### src/design/u16u8_pkg.sv
// Shared types and constants for the UTF-16 to UTF-8 transcoder.
// No dependencies.
package u16u8_pkg;

   typedef logic [7:0]  byte_type;
   typedef logic [15:0] unit_type;
   typedef logic [20:0] code_point_type;

   typedef enum logic [1:0] {
      STATUS_DATA     = 2'd0,
      STATUS_BAD_PAIR = 2'd1,
      STATUS_LONE_LOW = 2'd2
   } status_type;

   // Byte position inside the UTF-16 stream.
   typedef enum logic [1:0] {
      PH_LEAD_FIRST = 2'd0,
      PH_LEAD_SECOND = 2'd1,
      PH_PAIR_FIRST = 2'd2,
      PH_PAIR_SECOND = 2'd3
   } phase_type;

   localparam unit_type SURR_HIGH_BASE = 16'hd800;
   localparam unit_type SURR_LOW_BASE  = 16'hdc00;
   localparam unit_type SURR_END       = 16'he000;
   localparam code_point_type SUPP_BASE = 21'h10000;
   localparam byte_type BOM_FF = 8'hff;
   localparam byte_type BOM_FE = 8'hfe;

   // One group of UTF-8 bytes; last_idx is the index of the final byte.
   typedef struct packed {
      logic [3:0][7:0] data;
      logic [1:0]      last_idx;
      status_type      status;
   } bundle_type;

endpackage

### src/design/u16u8_encoder.sv
// UTF-8 encoder: one code point into 1 to 4 bytes.
// Depends on u16u8_pkg.
module u16u8_encoder (
   input  u16u8_pkg::code_point_type code_point,
   output u16u8_pkg::bundle_type     bundle
);
   import u16u8_pkg::*;

   always_comb begin
      bundle = '0;
      bundle.status = STATUS_DATA;
      priority if (code_point <= 21'h7f) begin
         bundle.data[0] = {1'b0, code_point[6:0]};
         bundle.last_idx = 2'd0;
      end else if (code_point <= 21'h7ff) begin
         bundle.data[0] = {3'b110, code_point[10:6]};
         bundle.data[1] = {2'b10, code_point[5:0]};
         bundle.last_idx = 2'd1;
      end else if (code_point <= 21'hffff) begin
         bundle.data[0] = {4'b1110, code_point[15:12]};
         bundle.data[1] = {2'b10, code_point[11:6]};
         bundle.data[2] = {2'b10, code_point[5:0]};
         bundle.last_idx = 2'd2;
      end else begin
         bundle.data[0] = {5'b11110, code_point[20:18]};
         bundle.data[1] = {2'b10, code_point[17:12]};
         bundle.data[2] = {2'b10, code_point[11:6]};
         bundle.data[3] = {2'b10, code_point[5:0]};
         bundle.last_idx = 2'd3;
      end
   end

endmodule

### src/design/utf16_to_utf8_transcoder.sv
// UTF-16 byte stream to UTF-8 byte stream transcoder, top level.
// Depends on u16u8_pkg and u16u8_encoder.
//
// Channel  Dir  Handshake                Payload
// req      in   req_valid / req_ready    req_in_byte[7:0]
// rsp      out  rsp_valid / rsp_ready    rsp_out_byte[7:0], rsp_last, rsp_status[1:0]
// csr      in   csr_wr_en (no wait)      csr_wr_data (initial byte order)
//
// A completed code unit is decoded and encoded in the cycle it is accepted and lands
// in the result bundle register; bytes then leave one per cycle while rsp_ready is high.
// A unit takes 2 input transfers; each character's 1 to 4 output bytes set the pace, and
// the result is offered on rsp from the cycle after the accepting transfer.
// First bytes of a unit, and every byte after a halt, are taken even while rsp stalls.
// A second byte waits only until the last byte of the pending bundle is transferred.
// Synchronous active-high reset clears all control state; no clearing pass.
module utf16_to_utf8_transcoder (
   input  logic                  clock,
   input  logic                  reset,
   input  logic                  req_valid,
   output logic                  req_ready,
   input  u16u8_pkg::byte_type   req_in_byte,
   output logic                  rsp_valid,
   input  logic                  rsp_ready,
   output u16u8_pkg::byte_type   rsp_out_byte,
   output logic                  rsp_last,
   output u16u8_pkg::status_type rsp_status,
   input  logic                  csr_wr_en,
   input  logic                  csr_wr_data
);
   import u16u8_pkg::*;

   // Stream state
   phase_type  phase_ff, phase_in;
   byte_type   held_ff, held_in;
   logic [9:0] high_ff, high_in;
   logic       order_ff, order_in;
   logic       init_order_ff, init_order_in;
   logic       started_ff, started_in;
   logic       halted_ff, halted_in;

   // Result bundle and byte pointer
   bundle_type bundle_ff, bundle_in;
   logic       valid_ff, valid_in;
   logic [1:0] idx_ff, idx_in;

   logic           accept;
   logic           rsp_take;
   logic           bundle_free;
   logic           may_produce;
   unit_type       unit_val;
   logic           is_high, is_low, is_bom_le, is_bom_be;
   code_point_type code_point;
   bundle_type     enc_bundle;
   bundle_type     new_bundle;
   logic           load;

   // Assemble the 16-bit unit in the current order (first byte is high in big endian)
   assign unit_val = order_ff ? {req_in_byte, held_ff} : {held_ff, req_in_byte};
   assign is_high = (unit_val >= SURR_HIGH_BASE) && (unit_val < SURR_LOW_BASE);
   assign is_low  = (unit_val >= SURR_LOW_BASE) && (unit_val < SURR_END);
   assign is_bom_le = !started_ff && (held_ff == BOM_FF) && (req_in_byte == BOM_FE);
   assign is_bom_be = !started_ff && (held_ff == BOM_FE) && (req_in_byte == BOM_FF);

   // Supplementary code point: {high10, low10} + 0x10000; otherwise the unit itself
   assign code_point = (phase_ff == PH_PAIR_SECOND)
                       ? ({1'b0, high_ff, unit_val[9:0]} + SUPP_BASE)
                       : {5'd0, unit_val};

   u16u8_encoder u_encoder (
      .code_point (code_point),
      .bundle     (enc_bundle)
   );

   // Output side
   assign rsp_valid    = valid_ff;
   assign rsp_out_byte = bundle_ff.data[idx_ff];
   assign rsp_last     = (idx_ff == bundle_ff.last_idx);
   assign rsp_status   = bundle_ff.status;
   assign rsp_take     = valid_ff && rsp_ready;

   // Bundle register frees up when its final byte is transferred
   assign bundle_free = !valid_ff || (rsp_take && rsp_last);
   assign may_produce = !halted_ff && phase_ff[0];
   assign req_ready   = bundle_free || !may_produce;
   assign accept      = req_valid && req_ready;

   // Next-state logic for the byte phase
   always_comb begin
      phase_in = phase_ff;
      if (accept && !halted_ff) begin
         unique case (phase_ff)
            PH_LEAD_FIRST:  phase_in = PH_LEAD_SECOND;
            PH_PAIR_FIRST:  phase_in = PH_PAIR_SECOND;
            PH_LEAD_SECOND: phase_in = (!is_bom_le && !is_bom_be && is_high)
                                       ? PH_PAIR_FIRST : PH_LEAD_FIRST;
            PH_PAIR_SECOND: phase_in = PH_LEAD_FIRST;
            default:        phase_in = PH_LEAD_FIRST;
         endcase
      end
   end

   // Per-item outputs: held bytes, order, flags and the new bundle
   always_comb begin
      held_in    = held_ff;
      high_in    = high_ff;
      order_in   = order_ff;
      started_in = started_ff;
      halted_in  = halted_ff;
      load       = 1'b0;
      new_bundle = enc_bundle;
      init_order_in = csr_wr_en ? csr_wr_data : init_order_ff;
      if (csr_wr_en && !started_ff) begin
         order_in = csr_wr_data;
      end
      if (accept && !halted_ff) begin
         unique case (phase_ff)
            PH_LEAD_FIRST, PH_PAIR_FIRST: begin
               held_in = req_in_byte;
            end
            PH_PAIR_SECOND: begin
               load = 1'b1;
               started_in = 1'b1;
               if (!is_low) begin
                  new_bundle = '0;
                  new_bundle.status = STATUS_BAD_PAIR;
               end
            end
            PH_LEAD_SECOND: begin
               priority if (is_bom_le) begin
                  order_in = 1'b1;
               end else if (is_bom_be) begin
                  order_in = 1'b0;
               end else if (is_high) begin
                  high_in = unit_val[9:0];
               end else if (is_low) begin
                  load = 1'b1;
                  started_in = 1'b1;
                  halted_in = 1'b1;
                  new_bundle = '0;
                  new_bundle.status = STATUS_LONE_LOW;
               end else begin
                  load = 1'b1;
                  started_in = 1'b1;
               end
            end
            default: begin
               held_in = held_ff;
            end
         endcase
      end
   end

   // Bundle register control
   always_comb begin
      bundle_in = bundle_ff;
      valid_in  = valid_ff;
      idx_in    = idx_ff;
      if (load) begin
         bundle_in = new_bundle;
         valid_in  = 1'b1;
         idx_in    = 2'd0;
      end else if (rsp_take) begin
         if (rsp_last) begin
            valid_in = 1'b0;
         end else begin
            idx_in = idx_ff + 2'd1;
         end
      end
   end

   always_ff @(posedge clock) begin
      if (reset) begin
         phase_ff      <= PH_LEAD_FIRST;
         held_ff       <= '0;
         high_ff       <= '0;
         order_ff      <= 1'b0;
         init_order_ff <= 1'b0;
         started_ff    <= 1'b0;
         halted_ff     <= 1'b0;
         valid_ff      <= 1'b0;
         idx_ff        <= 2'd0;
      end else begin
         phase_ff      <= phase_in;
         held_ff       <= held_in;
         high_ff       <= high_in;
         order_ff      <= order_in;
         init_order_ff <= init_order_in;
         started_ff    <= started_in;
         halted_ff     <= halted_in;
         valid_ff      <= valid_in;
         idx_ff        <= idx_in;
      end
   end

   always_ff @(posedge clock) begin
      bundle_ff <= bundle_in;
   end

   // A halt lasts until reset
   a_halt_sticky: assert property (@(posedge clock) disable iff (reset)
      halted_ff |=> halted_ff)
      else $error("halt flag cleared without reset");

   // Nothing new enters the bundle once halted
   a_no_load_halted: assert property (@(posedge clock) disable iff (reset)
      halted_ff |-> !load)
      else $error("bundle loaded while halted");

   // A bundle never overwrites bytes still pending
   a_load_free: assert property (@(posedge clock) disable iff (reset)
      load |-> bundle_free)
      else $error("bundle overwritten before final byte transferred");

   // Byte pointer stays within the bundle
   a_idx_range: assert property (@(posedge clock) disable iff (reset)
      valid_ff |-> (idx_ff <= bundle_ff.last_idx))
      else $error("byte pointer beyond bundle");

   // A lone-low error result always comes with the halt flag
   a_lone_low_halts: assert property (@(posedge clock) disable iff (reset)
      (valid_ff && (bundle_ff.status == STATUS_LONE_LOW)) |-> halted_ff)
      else $error("lone low surrogate reported without halt");

endmodule
### config.mk
export PLATFORM = sky130hd
export DESIGN_NAME = utf16_to_utf8_transcoder
export DESIGN_NICKNAME = d
export VERILOG_FILES = /design/src/design/u16u8_pkg.sv /design/src/design/u16u8_encoder.sv /design/src/design/utf16_to_utf8_transcoder.sv
export SDC_FILE = /design/constraint.sdc
export NUM_CORES = 1
export LEC_CHECK = 0
export BUFFER_PORTS_ARGS = -buffer_cell sky130_fd_sc_hd__buf_4
export CAP_MARGIN = 20
export CORE_MARGIN = 4
export CORE_UTILIZATION = 45
export CTS_CLUSTER_DIAMETER = 80
export CTS_CLUSTER_SIZE = 40
export DETAILED_ROUTE_END_ITERATION = 7
export PLACE_DENSITY = 0.69
export REMOVE_ABC_BUFFERS = 1
export SLEW_MARGIN = 40
export SYNTH_ARGS = -nofsm -noshare
export SYNTH_HDL_FRONTEND = slang
export SYNTH_HIERARCHICAL = 1
export SYNTH_SLANG_ARGS = --single-unit
### constraint.sdc
create_clock -name clock -period 3.3 [get_ports clock]
set_input_delay 0.165 -clock clock [delete_from_list [all_inputs] [get_ports clock]]
set_output_delay 0.165 -clock clock [all_outputs]
set_load 0.005 [all_outputs]
==> results_dict.tcl <==
set metrics [dict create \
    p_sw_share_pct 29.8 \
    hp-start "req_in_byte[1]" \
    p_clk_share_pct 33.0 \
    finalClockSkew_ns 0.00993 \
    antenna_found_initial 0 \
    p_seq_share_pct 44.9 \
    grt_pass1_wl_mm 15.0 \
    ant_nets 0 \
    slew_headroom_pct 46.2 \
    r2r_end "bundle_ff[4]$_DFFE_PP_" \
    ys_ff_latch 62 \
    r2r_slack_ns 0.44 \
    syn-cell-area_um2 3960 \
    wl_per_cell_um 17.3 \
    vias_per_cell 5.98 \
    cts_tree "done" \
    criticalPathCategory "reg2reg" \
    p_per_area_nw_per_um2 454 \
    dr.first_iter.drc_count 292 \
    synth_seq_area_share_pct 40.4 \
    tightestPinTransition_ns 0.807 \
    p_leak_nw 1.63 \
    place.gp.congestion 0.890 \
    p_comb_share_pct 22.1 \
    cts_htree_levels 3 \
    final_nets 434 \
    clk_path_buf_depth 2 \
    start_kind "flip-flop" \
    clock.fmax_mhz 350 \
    post_cts_resized 0 \
    drv_slew 0 \
    io_pins 27 \
    finalCriticalPeriod_ns 2.86 \
    rows 33 \
    hold_class "in2reg" \
    clkSlewWorstSetupHoldPaths_ns 0.08 \
    die_area_um2 10400 \
    final.setup.tns_ns 0 \
    setup_viol 0 \
    cp.arrival_ns 3.05 \
    peakVddDrop_mv 0.228 \
    core_area_um2 8380 \
    dr.pass1.iters 4 \
    ys_types 67 \
    die_width_um 102 \
    avgSynthCellArea_um2 9.80 \
    dp_hpwl_mm 6.30 \
    cts_root_buf "clkbuf_8" \
    drcViolationCount 0 \
    grt_pass1_vias 2916 \
    total_power_mw 1.98 \
    die_height_um 102 \
    crit_required_ns 3.49 \
    worst-path-max-fanout 10 \
    cts_hold_buf 0 \
    drive_gt1_share_pct 21.2 \
    io_buffers 26 \
    antennaDiodeCount 0 \
    syn-instance-count 404 \
    syn2layout_area_growth_pct 10.3 \
    timing.rr.start "order_ff$_SDFF_PP0_" \
    outcome "finished clean" \
    synth_edf_count 36 \
    period_share_pct 86.6 \
    drv_cap 0 \
    rr_worst_depth 8 \
    hold_viol_final 0 \
    initial_utilization_pct 47.2 \
    p_sw_mw 0.589 \
    cts_sinks 62 \
    post_cts_buffers 0 \
    numPlacedInstances 512 \
    ys_warn_count 6 \
    clock_latency_ns 0.35 \
    hold_depth 3 \
    ys.flop_type "edfxtp_1" \
    track_usage_pct 18.6 \
    cts_buffers 9 \
    worstSetupEndpointType "flip-flop" \
    fin_util_pct 52.1 \
    async_flop_share_pct 0 \
    p_int_mw 1.39 \
    vias 3166 \
    grt_max_degree 42 \
    holdPathEnd "held_ff[1]$_SDFFE_PP0P_" \
    wl_mm 9.13 \
    rsz0062_at_grt "false" \
    overflow 0 \
    finalNonFillerCells 529 \
]
registers in the layout, indices dropped and copies added, names as in the netlist, named ones only:
register    cells
bundle_ff      34
halted_ff       1
held_ff         8
high_ff        10
idx_ff          2
order_ff        1
phase_ff        1
rsp_status      2
rsp_valid       1
started_ff      1
layout make-up:
cell class / count / area (um2)
Sequential cell: 62 / 1600
Inverter: 43 / 161
Multi-Input combinational cell: 263 / 1960
Timing Repair Buffer: 40 / 320
Fill cell: 779 / 4020
Tap cell: 105 / 131
Clock buffer: 9 / 124
Clock inverter: 7 / 65.1
synth_stat cells, types with 3 or more instances:
library cell	number	area share, %
o41ai_1	10	2.2
nand4_1	15	2.4
a22o_1	6	1.3
a211oi_1	6	1.1
edfxtp_1	36	27
nand2_1	9	0.85
buf_4	9	1.7
mux4_2	8	4.5
clkbuf_1	10	0.95
buf_6	7	2.0
nor3_1	5	0.63
and2_1	9	1.4
xor2_1	4	0.88
dfxtp_1	26	13
mux2i_1	15	3.8
buf_2	12	1.5
nor2_1	31	2.9
nand3_1	8	1.0
o21bai_1	3	0.57
xnor2_1	5	1.1
o21ai_0	3	0.38
inv_1	42	4.0
a21oi_1	22	2.8
a31oi_1	41	6.5
mux2_2	9	2.6
logic make-up (layout without fill, tap and decap cells):
kind of cell | count (synthesis) | in the layout | share of synthesized area, %
compound gates | 112 | 112 | 20.4
simple gates | 102 | 102 | 14.3
buf+inv | 83 | 99 | 10.4
flops | 62 | 62 | 40.4
mux | 33 | 33 | 11.3
xor+xnor | 10 | 10 | 2.69
fa+ha+maj | 1 | 1 | 0.316
other cells | 1 | 5 | 0.0947
per-layer routing:
metal	global-route usage (%)	share of wire [%]	vias to the layer above	wire (um)
met5	0	0	-	0
met4	7.77	2.2	0	198
met3	2.59	5.2	16	472
met2	28.9	47	101	4290
met1	26.1	46	1510	4170
li1	-	-	1539	-
how the worst max path moves through the flow:
stage	startpoint	to	cells after the start
6_report	order_ff$_SDFF_PP0_	bundle_ff[4]$_DFFE_PP_	8
5_1_grt	order_ff$_SDFF_PP0_	bundle_ff[4]$_DFFE_PP_	8
4_1_cts	order_ff$_SDFF_PP0_	bundle_ff[4]$_DFFE_PP_	8
3_5_place_dp	order_ff$_SDFF_PP0_	bundle_ff[4]$_DFFE_PP_	8
3_3_place_gp	order_ff$_SDFF_PP0_	bundle_ff[4]$_DFFE_PP_	8
2_1_floorplan	phase_ff[0]$_SDFFE_PP0P_	bundle_ff[10]$_DFFE_PP_	9
stage by stage:
step                      area (um2)  setup slack, ns  hold WS, ns
final                           4370            0.443       0.0989
after global routing            4370            0.297        0.101
after CTS                       4350            0.432       0.0869
after detailed placement        4160            0.440        0.448
after global placement          4160            0.496        0.433
after floorplan                 3720           0.0774        0.234
layout by cell type (no fill, tap or decap), types with 6 or more instances in the layout:
| cell type | n |
|---|---|
| a21oi_1 | 22 |
| dfxtp_1 | 26 |
| a31oi_1 | 41 |
| nor2_1 | 30 |
| o41ai_1 | 10 |
| edfxtp_1 | 36 |
| mux4_2 | 8 |
| nand2_1 | 9 |
| a211oi_1 | 6 |
| clkbuf_8 | 9 |
| a22o_1 | 6 |
| nand3_1 | 8 |
| mux2i_1 | 15 |
| nand4_1 | 15 |
| buf_4 | 38 |
| and2_1 | 9 |
| mux2_2 | 9 |
| inv_1 | 42 |
power groups by stage:
stage,Sequential (mW),Clock (mW),Combinational (mW)
CTS,0.890,0.666,0.434
detailed placement,0.907,0,0.432
finish,0.890,0.654,0.437
floorplan,0.916,0,0.280
global placement,0.906,0,0.431
global route,0.894,0.700,0.481
critical path, stage by stage (launching register included):
cell	delay (ns)
dfxtp_1	0.54
mux2i_1	0.37
a21oi_1	0.24
or4_4	0.66
nor3_4	0.34
nor3_2	0.09
o31ai_2	0.25
inv_1	0.07
a31oi_1	0.14
No activity file was read; power rests on OpenSTA's default activity.
